$ cat config.mk
export PLATFORM = sky130hd
export DESIGN_NAME = q15_fraction_divider
export DESIGN_NICKNAME = d
export VERILOG_FILES = /design/src/rtl/q15fd_pkg.sv /design/src/rtl/q15_fraction_divider.sv
export SDC_FILE = /design/constraint.sdc
export NUM_CORES = 1
export LEC_CHECK = 0
export BUFFER_PORTS_ARGS = -buffer_cell sky130_fd_sc_hd__buf_2
export CAP_MARGIN = 20
export CORE_AREA = 2 2 153 155
export DETAILED_ROUTE_END_ITERATION = 10
export DIE_AREA = 0 0 155 157
export PLACE_DENSITY = 0.86
export REMOVE_ABC_BUFFERS = 1
export SETUP_SLACK_MARGIN = 0.4
export SLEW_MARGIN = 10
export SYNTH_ARGS = -nofsm -noshare
export SYNTH_HDL_FRONTEND = slang
export SYNTH_SLANG_ARGS = --single-unit
$ cat constraint.sdc
create_clock -name clk -period 5.1 [get_ports clk]
set_input_delay 0.51 -clock clk [delete_from_list [all_inputs] [get_ports clk]]
set_output_delay 0.51 -clock clk [all_outputs]
set_load 0.01 [all_outputs]
$ cat src/rtl/q15fd_pkg.sv
// q15fd_pkg: shared widths and constants for the Q15 fraction divider.
// No dependencies.
`timescale 1ns / 1ps

package q15fd_pkg;

  localparam int DIVIDEND_W = 17;
  localparam int DIVISOR_W  = 32;
  localparam int QUOTIENT_W = 16;
  localparam int S_TDATA_W  = 56;   // 17 + 32 bits, padded to 7 bytes
  localparam int M_TDATA_W  = 16;
  localparam int STEPS      = 32;   // quotient bits, one per cycle
  localparam int CNT_W      = 5;
  localparam int MAG_W      = 17;   // dividend magnitude, up to 65536
  localparam int LEAD_W     = 5;    // leading-one index, 0..16

  localparam logic [QUOTIENT_W-1:0] SAT_Q  = 16'h7fff;
  localparam logic [QUOTIENT_W-1:0] ZERO_Q = 16'h0000;

  typedef logic [DIVIDEND_W-1:0] dividend_t;
  typedef logic [DIVISOR_W-1:0]  divisor_t;
  typedef logic [QUOTIENT_W-1:0] quotient_t;

endpackage

$ cat src/rtl/q15_fraction_divider.sv
// q15_fraction_divider: signed dividend over signed divisor, Q15 quotient.
// Restoring divider, one quotient bit per cycle. Depends on q15fd_pkg.
`timescale 1ns / 1ps

//  channel | direction | fields (low bit first)
//  s_*     | in        | tdata: dividend[16:0], divisor[48:17], zero pad [55:49]
//  m_*     | out       | tdata: quotient[15:0]
//
//  Normal item: a setup step in IDLE, the divide loop in ST_DIV, then a finish step in ST_FIN.
//  Zero dividend, zero divisor or saturation skip the divide loop and go straight to ST_FIN.
//  The 32-step quotient loop sets the rate; one item is in work at a time.
//  Result sits in an output register; the next item is taken while it waits.
//  rst is synchronous and clears control state only.

module q15_fraction_divider (
  input  logic                              clk,
  input  logic                              rst,
  input  logic                              s_tvalid,
  output logic                              s_tready,
  input  logic [q15fd_pkg::S_TDATA_W-1:0]   s_tdata,   // dividend, divisor
  output logic                              m_tvalid,
  input  logic                              m_tready,
  output logic [q15fd_pkg::M_TDATA_W-1:0]   m_tdata    // quotient
);
  import q15fd_pkg::*;

  localparam logic [1:0] ST_IDLE = 2'd0;
  localparam logic [1:0] ST_DIV  = 2'd1;
  localparam logic [1:0] ST_FIN  = 2'd2;

  logic [1:0]           state;
  logic [1:0]           state_next;
  logic [CNT_W-1:0]     cnt;
  logic [LEAD_W-1:0]    lead;
  logic                 neg;
  logic                 special;
  quotient_t            preset;
  logic [DIVISOR_W-1:0] rem;
  logic [DIVISOR_W-1:0] dvs;
  logic [DIVISOR_W-1:0] num;
  logic [DIVISOR_W-1:0] quo;

  dividend_t            in_a;
  divisor_t             in_b;
  logic                 a_neg;
  logic                 b_neg;
  logic [MAG_W-1:0]     a_mag;
  logic [DIVISOR_W-1:0] b_mag;
  logic [LEAD_W-1:0]    a_lead;
  logic [DIVISOR_W-1:0] a_norm;
  logic                 in_special;
  quotient_t            in_preset;
  logic                 in_neg;

  logic [DIVISOR_W:0]   rem_sh;
  logic                 q_bit;
  logic [DIVISOR_W-1:0] rem_step;
  logic [DIVISOR_W-1:0] q_sh;
  quotient_t            q_hi;
  quotient_t            base;
  quotient_t            res;
  logic                 s_xfer;
  logic                 out_free;

  assign s_tready = (state == ST_IDLE);
  assign s_xfer   = s_tvalid && s_tready;
  assign out_free = !m_tvalid || m_tready;

  // operand setup
  always_comb begin
    in_a   = s_tdata[DIVIDEND_W-1:0];
    in_b   = s_tdata[DIVIDEND_W+DIVISOR_W-1:DIVIDEND_W];
    a_neg  = in_a[DIVIDEND_W-1];
    b_neg  = in_b[DIVISOR_W-1];
    a_mag  = a_neg ? (~in_a + 1'b1) : in_a;
    b_mag  = b_neg ? (~in_b + 1'b1) : in_b;
    a_lead = '0;
    for (int i = 0; i < MAG_W; i++) begin
      if (a_mag[i]) begin
        a_lead = LEAD_W'(i);
      end
    end
    a_norm = {{(DIVISOR_W-MAG_W){1'b0}}, a_mag} << (5'(DIVISOR_W-1) - a_lead);
    in_neg = (b_mag == '0) ? a_neg : (a_neg ^ b_neg);
    in_special = (b_mag == '0) || ({{(DIVISOR_W-MAG_W){1'b0}}, a_mag} >= b_mag);
    in_preset  = SAT_Q;
    if (a_mag == '0 && b_mag != '0) begin
      in_special = 1'b1;
      in_preset  = ZERO_Q;
    end
  end

  // divide step
  always_comb begin
    rem_sh   = {rem, num[DIVISOR_W-1]};
    q_bit    = (rem_sh >= {1'b0, dvs});
    rem_step = q_bit ? DIVISOR_W'(rem_sh - {1'b0, dvs}) : rem_sh[DIVISOR_W-1:0];
  end

  // shift back, round, apply sign
  always_comb begin
    q_sh = quo << lead;
    q_hi = q_sh[DIVISOR_W-1:DIVISOR_W-QUOTIENT_W]
           + {{(QUOTIENT_W-1){1'b0}}, q_sh[DIVISOR_W-QUOTIENT_W-1]};
    base = special ? preset : q_hi;
    res  = (neg && base != '0) ? (~base + 1'b1) : base;
  end

  always_comb begin
    state_next = state;
    unique case (state)
      ST_IDLE: begin
        if (s_xfer) begin
          state_next = in_special ? ST_FIN : ST_DIV;
        end
      end
      ST_DIV: begin
        if (cnt == '0) begin
          state_next = ST_FIN;
        end
      end
      ST_FIN: begin
        if (out_free) begin
          state_next = ST_IDLE;
        end
      end
      default: state_next = ST_IDLE;
    endcase
  end

  always_ff @(posedge clk) begin
    if (rst) begin
      state    <= ST_IDLE;
      m_tvalid <= 1'b0;
    end else begin
      state <= state_next;
      if (state == ST_FIN && out_free) begin
        m_tvalid <= 1'b1;
      end else if (m_tready) begin
        m_tvalid <= 1'b0;
      end
    end
  end

  always_ff @(posedge clk) begin
    if (s_xfer) begin
      neg     <= in_neg;
      special <= in_special;
      preset  <= in_preset;
      lead    <= a_lead;
      num     <= a_norm;
      dvs     <= b_mag;
      rem     <= '0;
      quo     <= '0;
      cnt     <= CNT_W'(STEPS-1);
    end else if (state == ST_DIV) begin
      rem <= rem_step;
      num <= {num[DIVISOR_W-2:0], 1'b0};
      quo <= {quo[DIVISOR_W-2:0], q_bit};
      cnt <= cnt - 1'b1;
    end
    if (state == ST_FIN && out_free) begin
      m_tdata <= res;
    end
  end

  a_rem_bound: assert property (@(posedge clk) disable iff (rst)
    state == ST_DIV |-> rem < dvs)
    else $error("remainder not below divisor");

  a_loop_end: assert property (@(posedge clk) disable iff (rst)
    state == ST_DIV && cnt == '0 |=> state == ST_FIN)
    else $error("divide loop did not finish");

  a_busy: assert property (@(posedge clk) disable iff (rst)
    s_xfer |=> !s_tready)
    else $error("took a transfer while busy");

  a_out_src: assert property (@(posedge clk) disable iff (rst)
    $rose(m_tvalid) |-> $past(state) == ST_FIN)
    else $error("result shown without a finished item");

endmodule

== Word-level counts from Yosys, hierarchy flattened ==
Index checks and enable logic that the tools add are counted.

* Bits in registers: 175
* Word-level logic and storage cells: 81
* Output and inout bits: 18
* Bits of input ports: 60

* Reduce and logical (&&, ||, !) cells: 16
* Muxes and demuxes: 33
* Magnitude comparators: 2
* Bitwise gates (word level): 4
* Eq/ne operators: 5
* Add/subtract/negate cells: 7
* Shift-type cells: 2

{| class="wikitable"
|+ Operators with widths
! cell !! number
|-
| two-way mux 32 bit || 4
|-
| two-way mux 5 bit || 15
|-
| >= comparator 33 x 32 -> 1 bit || 1
|-
| adder 32 x 1 -> 32 bit, second input constant || 1
|-
| >= comparator 17 x 32 -> 1 bit || 1
|-
| logical NOT 32 bit || 1
|-
| two-way mux 16 bit || 2
|-
| inverter 32 bit || 1
|-
| nonzero test 32 bit || 1
|-
| left shift 17 x 5 -> 32 bit || 1
|-
| left shift 32 x 5 -> 32 bit || 1
|-
| subtractor 32 bit || 1
|-
| adder 17 x 1 -> 17 bit, second input constant || 1
|-
| logical NOT 17 bit || 1
|-
| two-way mux 17 bit || 1
|-
| inverter 17 bit || 1
|-
| adder 16 x 1 -> 16 bit || 1
|-
| adder 16 x 1 -> 16 bit, second input constant || 1
|-
| inverter 16 bit || 1
|-
| nonzero test 16 bit || 1
|-
| two-way mux 15 bit || 1
|-
| two-way mux 2 bit || 4
|-
| one-hot mux 2 bit (3 select lines) || 1
|-
| logical NOT 5 bit || 1
|-
| 14 further kinds || 24
|}

== Longest topological paths before layout ==
Gate-level depths: netlist of the first run.

* Depth in word-level cells: 22
* Mapped depth: 20
* Gate-level depth less buffers: 18

== Least setup slack after synthesis of the first run ==
OpenSTA, ideal clock, no wires.

* Kind: reg2reg
* From: register lead[0]
* To: register m_tdata[11] (netlist bit), data pin
* Slack: 0.310 ns
* Clock period less this slack: 4.790 ns
* Required time: 4.840 ns
* Arrival time: 4.531 ns
* Buffers on the path: 4
* Stages on the path, launching flop included: 19
* Library setup time: 0.260 ns
* Cell sequence: edfxtp_1 -> buf_6 -> buf_8 -> mux4_2 -> mux2_2 -> o21ai_0 -> nor2_1 -> ha_1 -> and2_1 -> a221o_1 -> and4_4 -> buf_6 -> xnor2_1 -> o31a_1 -> or3_1 -> or4b_1 -> buf_4 -> nor2b_4 -> mux2_2

* Cells in the longest elaborated chain, start to end: 6
* Elaborated cells on any way between the ends: 8
* Classes of those cells: add/sub: 2; shift: 1; mux: 2; bitwise: 1; reduce/logical: 2

{| class="wikitable"
|+ RTL lines
! item !! RTL line !! RTL
|-
| from (decl) || q15_fraction_divider.sv:34 || <nowiki>logic [LEAD_W-1:0] lead;</nowiki>
|-
| from (signal assigned) || q15_fraction_divider.sv:150 || <nowiki>lead <= a_lead;</nowiki>
|-
| left shift 32 x 5 -> 32 bit * || q15_fraction_divider.sv:102 || <nowiki>q_sh = quo << lead;</nowiki>
|-
| adder 16 x 1 -> 16 bit * || q15_fraction_divider.sv:104 || <nowiki>+ {{(QUOTIENT_W-1){1'b0}}, q_sh[DIVISOR_W-QUOTIENT_W-1]};</nowiki>
|-
| two-way mux 16 bit * || q15_fraction_divider.sv:105 || <nowiki>base = special ? preset : q_hi;</nowiki>
|-
| inverter 16 bit or nonzero test 16 bit (tied branches) || q15_fraction_divider.sv:106 || <nowiki>res = (neg && base != '0) ? (~base + 1'b1) : base;</nowiki>
|-
| adder 16 x 1 -> 16 bit or logical AND 1 bit (tied branches) || q15_fraction_divider.sv:106 ||
|-
| two-way mux 16 bit * || q15_fraction_divider.sv:106 ||
|-
| net res[11] || q15_fraction_divider.sv:61 || <nowiki>quotient_t res;</nowiki>
|-
| to (signal assigned) || q15_fraction_divider.sv:163 || <nowiki>m_tdata <= res;</nowiki>
|-
| to (decl) || q15_fraction_divider.sv:23 || <nowiki>output logic [q15fd_pkg::M_TDATA_W-1:0] m_tdata</nowiki>
|}

The timed path passes the listed nets; every way through them passes the cells marked *.
A chain may end at the register's enable or synchronous reset.

== Final worst setup path of the first run ==
* From: register lead[1]
* To: register m_tdata[3] (netlist bit), data pin

Same word-level chain as after synthesis.

==> flow_summary.ini, run 1 <==
[synth]
postSynth.asyncResetShare = 0
ys_ff_latch = 160
synth_edf_count = 88
syn_area_per_cell_sq_um = 8.94
yosysTopAreaCell = edfxtp_1
ys_types = 93
yosysSeqAreaShare = 0.321
synthesis.area_sq_um = 12700
syn_inst = 1422
synth_ff_type = edfxtp_1
yosysWarnings = 0
synth_area_leaders = edfxtp_1, dfxtp_1, mux4_2, ha_1, nand2_1
synth_top_area_frac = 0.208

[final_layout]
syn_to_final_growth_pct = 11.4
final_cell_mix = nand2_1, o21ai_0, edfxtp_1, inv_1, dfxtp_1
final_common_cell = nand2_1
n_antenna_cell = 0
drive_gt1_frac = 0.170
final_area_sq_um = 14200
nets = 1598

[clocking]
numCtsBuffers = 17
tritoncts = yes
htreeDepth = 4
clkTransAtPathRegs_ns = 0.08
ctsLongestPathBuffers = 2
cts_root_buffer = clkbuf_16
cts.sinks = 160
clk_latency_ns = 0.44

[die]
start_util = 0.565
die_y_microns = 157
num_rows = 55
dieArea_sq_um = 24300
coreArea_sq_um = 22500
io_pins = 78
die_w_microns = 155

[critical_path]
crit_path_cell_trace = buf_12 -> mux2_4 -> mux4_2 -> o21ai_2 -> o32ai_2 -> ha_2 -> and2_4 -> a221o_1 -> and4_4 -> xnor2_2 -> o31a_1 -> or3_4 -> or4b_4 -> a31oi_4 -> a2bb2o_4
arrival_ns = 4.88
crit_path_end_kind = register
cp.required_ns = 5.31
cpPeakStageDelay_ns = 0.61
path_max_fanout = 7
critPathKind = register to register
rrSetupSlack_ns = 0.43
crit_path_start_kind = register
critPathSlowestCell = or4b_4

[routing]
ant_nets = 0
drtIter0Drc = 1083
wire_per_inst_microns = 17.5
drtPass1Iterations = 8
drc = 0
wirelength_microns = 31100
detail_route.vias_per_cell = 6.33
num_vias = 11300

[run_status]
outcome = finished, final reports clean

[power]
total_power_mw = 4.81
ir_drop_v = 0.000219
power_per_cell_area_nw_per_um2 = 339
power.leakage_nw = 5.64

[timing]
setup_tns_ns = 0
hold_viol = 0
skew_ns = 0.0157
fmaxAchievable_mhz = 214
slew_viol_final = 0
setup_violations = 0
worst_slew_pin_slew_ns = 0.933
rsz0062_at_grt = yes
slew_headroom = 0.378
fin_crit_sh = 0.916
layout_min_cycle_time_ns = 4.67

[global_routing]
grt_pass1_vias = 10600
overflow = 0
antenna_found_initial = 0
grt_start_max_net_pins = 85
grt_use_total = 0.257
grt_pass1_wl_microns = 51300

[placement]
post_dp_cell_area_sq_um = 13400
hpwl_microns = 22400
portBuffers = 70
gp_congestion = 0.947

[run]
maxCapViolCount = 0

[worst_hold_path]
hold_path_class = input port to register
[metrics by stage]
stage	instances	hold WS (ns)	setup WS, ns	utilization
2_1_floorplan	1347	0.426	-0.636	-
3_3_place_gp	1739	0.444	0.202	0.595
3_5_place_dp	1739	0.462	0.159	0.595
4_1_cts	1772	0.245	0.404	0.623
5_1_grt	1780	0.250	0.271	0.629
6_report	1780	0.256	0.427	0.629
[critical path, delay by kind of cell (launching register included)]
family	cells	cell delay, ns
AO/OA/AOI/OAI	6	1.27
XOR/XNOR	1	0.13
adder cells (fa/ha/maj)	1	0.23
buffers and inverters	1	0.17
flip-flops	1	0.44
multiplexers	2	0.82
AND/OR/NAND/NOR	4	1.37
[where the power goes]
group | internal [mW] | leakage [nW] | switching [mW] | total (mW)
clock | 0.660 | 0.293 | 0.610 | 1.27
combinational | 0.777 | 3.93 | 1.04 | 1.82
sequential | 1.58 | 1.42 | 0.130 | 1.71
[flip-flops by register name, indices dropped and copies added, names as in the netlist, 2 cells and up]
signal and flops:
dvs 32, num 32, quo 32, rem 32, m_tdata 16, cnt 5, lead 5, state 2
[layout make-up]
| class | count | area (sq um) |
|---|---|---|
| Clock buffer | 17 | 425 |
| Clock inverter | 15 | 163 |
| Fill cell | 1758 | 8340 |
| Inverter | 81 | 304 |
| Multi-Input combinational cell | 1106 | 8090 |
| Sequential cell | 160 | 4080 |
| Tap cell | 285 | 357 |
| Timing Repair Buffer | 116 | 738 |
[path summary, 6_finish.rpt]
kind                 start          to  cells past startpoint
setup / recovery   lead[1]  m_tdata[3]                     15
hold / removal         rst    m_tvalid                      2
setup reg to reg   lead[1]  m_tdata[3]                     15
hold reg to reg   m_tvalid    m_tvalid                      2
[cell families (layout without fill, tap and decap cells)]
kind of cell    count (synthesis)  after routing  synth area share
simple gates                  476            476             0.188
compound gates                369            369             0.190
flops                         160            160             0.321
buf+inv                       156            229            0.0516
mux                           122            122             0.136
xor+xnor                       82             82            0.0565
fa+ha+maj                      56             56            0.0557
other cells                     1              1          0.000295
[synthesized netlist by cell type, types with 36 or more instances]
| library cell | n |
|---|---|
| o21ai_0 | 131 |
| clkbuf_1 | 49 |
| mux4_2 | 36 |
| edfxtp_1 | 88 |
| a21oi_1 | 53 |
| nor2_1 | 71 |
| xnor2_1 | 56 |
| mux2i_1 | 63 |
| nand2_1 | 177 |
| dfxtp_1 | 72 |
| ha_1 | 55 |
| inv_1 | 78 |
[routing by layer]
| metal | global-route usage | wire length [microns] | share of wire | vias to the layer above |
|---|---|---|---|---|
| met3 | 0.0352 | 1570 | 0.050 | 55 |
| li1 | - | - | - | 5393 |
| met2 | 0.441 | 15300 | 0.49 | 418 |
| met4 | 0.0869 | 736 | 0.024 | 0 |
| met1 | 0.337 | 13500 | 0.43 | 5410 |
| met5 | 0 | 0 | 0 | - |
[repair_timing]
| item | CTS | global route |
|---|---|---|
| pin swaps | 1 | 7 |
| resized for setup | 7 | 16 |
| buffers inserted | 1 | 7 |
| hold buffers | 0 | 0 |
| endpoints found under the setup margin | 7 | 7 |
| cloned | 0 | 1 |
Note: power is estimated with default switching activity, not from simulation.
==> inputs of run 2 (changes only) <==
- CORE_AREA: 2 2 153 155 -> 2 2 125 188
- DIE_AREA: 0 0 155 157 -> 0 0 127 190
- PLACE_DENSITY: 0.86 -> 0.87
==> run 2 against run 1 <==
Net effect:
- final cell count grew 0.28%
- largest cell class unchanged
- non-clock buffer count is 8 higher
- combinational power is essentially flat
- global-route usage up 1.6 points
- routed wire length is 7.3% higher
- sequential share of layout area shrank 0.23 points
- critical path depth stayed put
- highest routed layer unchanged
- hold slack got worse by 0.0016 ns
- fmax is 1.9% lower
- core utilization rose by 0.16 points
- flip-flop and latch count is the same
==> flow_summary.ini, run 2 (synthesis gave the netlist of run 1 again) <==
[clocking]
ctsLongestPathBuffers = 2
cts_root_buffer = clkbuf_16
clkTransAtPathRegs_ns = 0.07
htreeDepth = 4
clk_latency_ns = 0.45
tritoncts = yes
cts.sinks = 160
numCtsBuffers = 17

[placement]
gp_congestion = 0.959
place_ws_ns = 0.0133
hpwl_microns = 23900
post_dp_cell_area_sq_um = 13400
portBuffers = 70

[critical_path]
critPathSlowestCell = or4b_4
cp.required_ns = 5.31
arrival_ns = 4.97
r2r-start = lead[1]
crit_path_end_kind = register
critPathKind = register to register
cpPeakStageDelay_ns = 0.61
path_max_fanout = 5
crit_path_start_kind = register
crit_path_cell_trace = buf_6 -> mux2_4 -> mux4_2 -> o21ai_2 -> o32ai_2 -> ha_2 -> and2_4 -> a221o_1 -> and4_4 -> xnor2_2 -> o31a_1 -> or3_4 -> or4b_4 -> a31oi_4 -> a2bb2o_4
worstSetupStartpoint = lead[1]

[worst_hold_path]
hold_path_class = input port to register
hold_start = rst

[global_routing]
overflow = 0
antenna_found_initial = 2
grt_pass1_vias = 11100
grt_start_max_net_pins = 66
grt_use_total = 0.273
grt_pass1_wl_microns = 53800

[routing]
drc = 0
wire_per_inst_microns = 18.7
detail_route.vias_per_cell = 6.42
wirelength_microns = 33400
drtPass1Iterations = 6
drtIter0Drc = 957
ant_nets = 0
num_vias = 11500

[timing]
hold_viol = 0
layout_min_cycle_time_ns = 4.76
fin_crit_sh = 0.934
slew_headroom = 0.511
slew_viol_final = 0
fmaxAchievable_mhz = 210
fin_ws_ns = 0.339
setup_violations = 0
rsz0062_at_grt = yes
skew_ns = 0.0100
worst_slew_pin_slew_ns = 0.733

[die]
start_util = 0.562
die_w_microns = 127
dieArea_sq_um = 24100
num_rows = 68
io_pins = 78
die_y_microns = 190
coreArea_sq_um = 22600

[power]
p_switching_mw = 1.77
p_seq_frac = 0.351
internal_power_mw = 3.12
pwr-share-clk = 0.271
power_per_cell_area_nw_per_um2 = 343
power.leakage_nw = 5.70
swShare = 0.362
ir_drop_v = 0.000275
combPwrFrac = 0.378

[run]
maxCapViolCount = 0

[final_layout]
syn_to_final_growth_pct = 12.3
final_cell_mix = nand2_1, o21ai_0, edfxtp_1, inv_1, dfxtp_1
final_area_sq_um = 14300
fin_util = 0.631
final_common_cell = nand2_1
drive_gt1_frac = 0.176
nets = 1606

[run_status]
outcome = finished, final reports clean
run 2: timing repair:
action | CTS | global route
setup buffers | 4 | 10
pin swaps | 3 | 8
gates cloned | 0 | 1
endpoints found under the setup margin | 7 | 9
resized for setup | 5 | 28
hold buffers | 0 | 0
run 2: worst paths after layout:
check | endpoint | slack (ns) | cells after the start
max | m_tdata[3] | 0.34 | 15
min | m_tvalid | 0.25 | 2
max reg2reg | m_tdata[3] | 0.34 | 15
min reg2reg | quo[31] | 0.47 | 2
run 2: final cells by class:
| class | count | area (sq um) |
|---|---|---|
| clock inverter | 13 | 131 |
| fill | 1799 | 8360 |
| sequential | 160 | 4080 |
| tap | 280 | 350 |
| inverter | 81 | 304 |
| antenna | 2 | 5.00 |
| clock buffer | 19 | 475 |
| multi-input combinational | 1106 | 8080 |
| timing repair buffer | 124 | 841 |
run 2: stage by stage:
stage,power [mW],std cells,setup TNS [ns],hold slack (ns)
3_5_place_dp,3.50,1735,0,0.461
3_3_place_gp,3.43,1735,0,0.437
5_1_grt,5.15,1785,0,0.256
2_1_floorplan,3.06,1347,-15.05,0.426
6_report,4.90,1785,0,0.255
4_1_cts,4.84,1771,0,0.236
run 2: power by group through the flow:
stage               Clock, mW  Sequential (mW)  Combinational (mW)
floorplan                   0             1.72                1.34
global placement            0             1.73                1.70
detailed placement          0             1.74                1.76
CTS                      1.34             1.71                1.79
global route             1.38             1.74                2.03
finish                   1.33             1.72                1.85
run 2: worst max-delay path, delay by kind of cell, from the launching register on:
kind,cells,cell delay [ns]
adders and majority gates,1,0.24
DFF,1,0.47
and+or+nand+nor,4,1.36
buffers and inverters,1,0.18
xor gates and xnor gates,1,0.13
muxes,2,0.82
AOI/OAI and AO/OA,6,1.30
run 2: metal layers:
layer | GRT usage | vias up | share of wire
met1 | 0.304 | 5506 | 0.38
met3 | 0.0371 | 106 | 0.045
met2 | 0.500 | 436 | 0.53
met5 | 0 | - | 0
met4 | 0.147 | 0 | 0.047
li1 | - | 5413 | -
==> inputs of run 3 (changes only) <==
- ABC_AREA: default -> 1
- CORE_AREA: 2 2 125 188 -> 2 2 126 189
- DIE_AREA: 0 0 127 190 -> 0 0 128 191
- PLACE_DENSITY: 0.87 -> 0.86
==> run 3 against run 2 <==
Net effect:
- synthesized cell count increased by 33%
- clock skew decreased by 0.0016 ns
- die area increased by 1.3%
- core utilization decreased by 2.5 points
- global-route usage decreased by 1.5 points
- power increased by 18%
- area after synthesis increased by 0.52%
- critical path depth increased by 11
==> flow_summary.ini, run 3 <==
[clocking]
cts_resized = 0
cts.sinks = 160
clkTransAtPathRegs_ns = 0.06
ctsLongestPathBuffers = 2
htreeDepth = 4
cts_root_buffer = clkbuf_16
cts_hold_buf = 0
tritoncts = yes
clk_latency_ns = 0.44
cts_setup_buffers = 0
numCtsBuffers = 17

[global_routing]
overflow = 0
grt_use_total = 0.259
met3_usage = 0.0285
grt_pass1_vias = 11900
grtUsageMet2 = 0.478
grt_start_max_net_pins = 64
grt_pass1_wl_microns = 52400
globalRoute.busiestLayer = met2
gr-usage-met1 = 0.299
antenna_found_initial = 0

[timing]
worst_slew_pin_slew_ns = 1.02
rsz0062_at_grt = no
slew_viol_final = 0
fmaxAchievable_mhz = 241
setup_violations = 0
fin_ws_ns = 0.951
hold_viol = 0
fin_crit_sh = 0.814
layout_min_cycle_time_ns = 4.15
skew_ns = 0.00838
slew_headroom = 0.319
whs_ns = 0.261

[synth]
synthesis.area_sq_um = 12800
syn_inst = 1895
ys_types = 61
synthTopCellsByCount = nand2_1, nand3_1, inv_1, nor2_1, edfxtp_1
synth_ff_type = edfxtp_1
yosysTopAreaCell = edfxtp_1
ys_ff_latch = 160
postSynth.asyncResetShare = 0
synth_edf_count = 88
yosysMostFrequentCell = nand2_1
yosysSeqAreaShare = 0.320
yosysWarnings = 0
synth_area_leaders = edfxtp_1, nand2_1, dfxtp_1, nand3_1, inv_1
synth_top_area_frac = 0.207
syn_area_per_cell_sq_um = 6.74

[placement]
place_ws_ns = 0.979
gp_congestion = 0.937
portBuffers = 70
post_dp_cell_area_sq_um = 13200
hpwl_microns = 24000

[run]
maxCapViolCount = 0

[final_layout]
drive_gt1_frac = 0.0924
nets = 2050
fin_util = 0.606
final_common_cell = nand2_1
syn_to_final_growth_pct = 8.08
final_area_sq_um = 13800
final_cell_mix = nand2_1, nand3_1, inv_1, nor2_1, edfxtp_1
n_antenna_cell = 0

[critical_path]
crit_path_end_kind = register
path_max_fanout = 35
critPathKind = register to register
cp.required_ns = 5.29
critPathSlowestCell = edfxtp_1
arrival_ns = 4.34
worst_path_most_repeated_cell = nand2_1
crit_path_start_kind = register
cpPeakStageDelay_ns = 0.65

[power]
power.leakage_nw = 6.54
power_per_cell_area_nw_per_um2 = 417
ir_drop_v = 0.000293

[routing]
drc = 0
detail_route.vias_per_cell = 5.66
wirelength_microns = 31000
wire_per_inst_microns = 13.9
drtPass1Iterations = 6
ant_nets = 0
drtIter0Drc = 823
num_vias = 12600

[die]
num_rows = 68
die_w_microns = 128
io_pins = 78
coreArea_sq_um = 22800
die_y_microns = 191
dieArea_sq_um = 24400
start_util = 0.560

[run_status]
outcome = finished, final reports clean

[worst_hold_path]
hold_path_class = input port to register
-- run 3: cell count changes after synthesis, sizes merged, moves of 35 or more --
cell   before  now
nand3      33  252
mux2i      63    0
o21ai     134   93
nor2       72  138
xnor2      56   21
mux4       38    0
nand2     177  558
inv        78  254
-- run 3: path summary, 6_finish.rpt --
path                 from         end  slack [ns]  depth (start not counted)
setup / recovery  lead[0]  m_tdata[7]        0.95                         26
setup reg to reg  lead[0]  m_tdata[7]        0.95                         26
hold reg to reg   quo[31]     quo[31]        0.47                          2
hold / removal        rst    m_tvalid        0.26                          2
-- run 3: kinds of logic after synthesis --
| group | count (synthesis) | synth area share |
|---|---|---|
| simple gates | 1029 | 0.354 |
| buf+inv | 321 | 0.104 |
| compound gates | 257 | 0.117 |
| flops | 160 | 0.320 |
| xor+xnor | 71 | 0.0493 |
| fa+ha+maj | 56 | 0.0554 |
| other cells | 1 | 0.000294 |
-- run 3: area by class of cell --
cell class                      count  area (sq um)
Clock buffer                       21           462
Clock inverter                     11           105
Fill cell                        2139          8990
Inverter                          257           975
Multi-Input combinational cell   1414          7360
Sequential cell                   160          4080
Tap cell                          280           350
Timing Repair Buffer               84           468
-- run 3: worst max-delay path: cells and delay by family, from the launching register on --
kind | cells | cell delay (ns)
AO/OA/AOI/OAI | 1 | 0.12
AND/OR/NAND/NOR | 18 | 1.81
adder cells (fa/ha/maj) | 2 | 0.56
buffers and inverters | 5 | 0.74
flip-flops | 1 | 0.65
-- run 3: metal layers --
metal | share of wire | wire [microns]
met5 | 0 | 0
met2 | 0.52 | 16000
met4 | 0.033 | 1020
met1 | 0.41 | 12700
met3 | 0.043 | 1320
-- run 3: where the power goes --
group | switching (mW) | internal [mW]
Combinational | 1.71 | 0.844
Sequential | 0.165 | 1.80
Clock | 0.532 | 0.704
Total | 2.41 | 3.34
-- run 3: per-stage QoR --
step | total power [mW] | cells | setup TNS (ns)
after floorplan | 3.83 | 1831 | -1.78
after global placement | 4.39 | 2193 | 0
after detailed placement | 4.49 | 2194 | 0
after CTS | 5.73 | 2226 | 0
after global routing | 6.19 | 2227 | 0
final | 5.75 | 2227 | 0
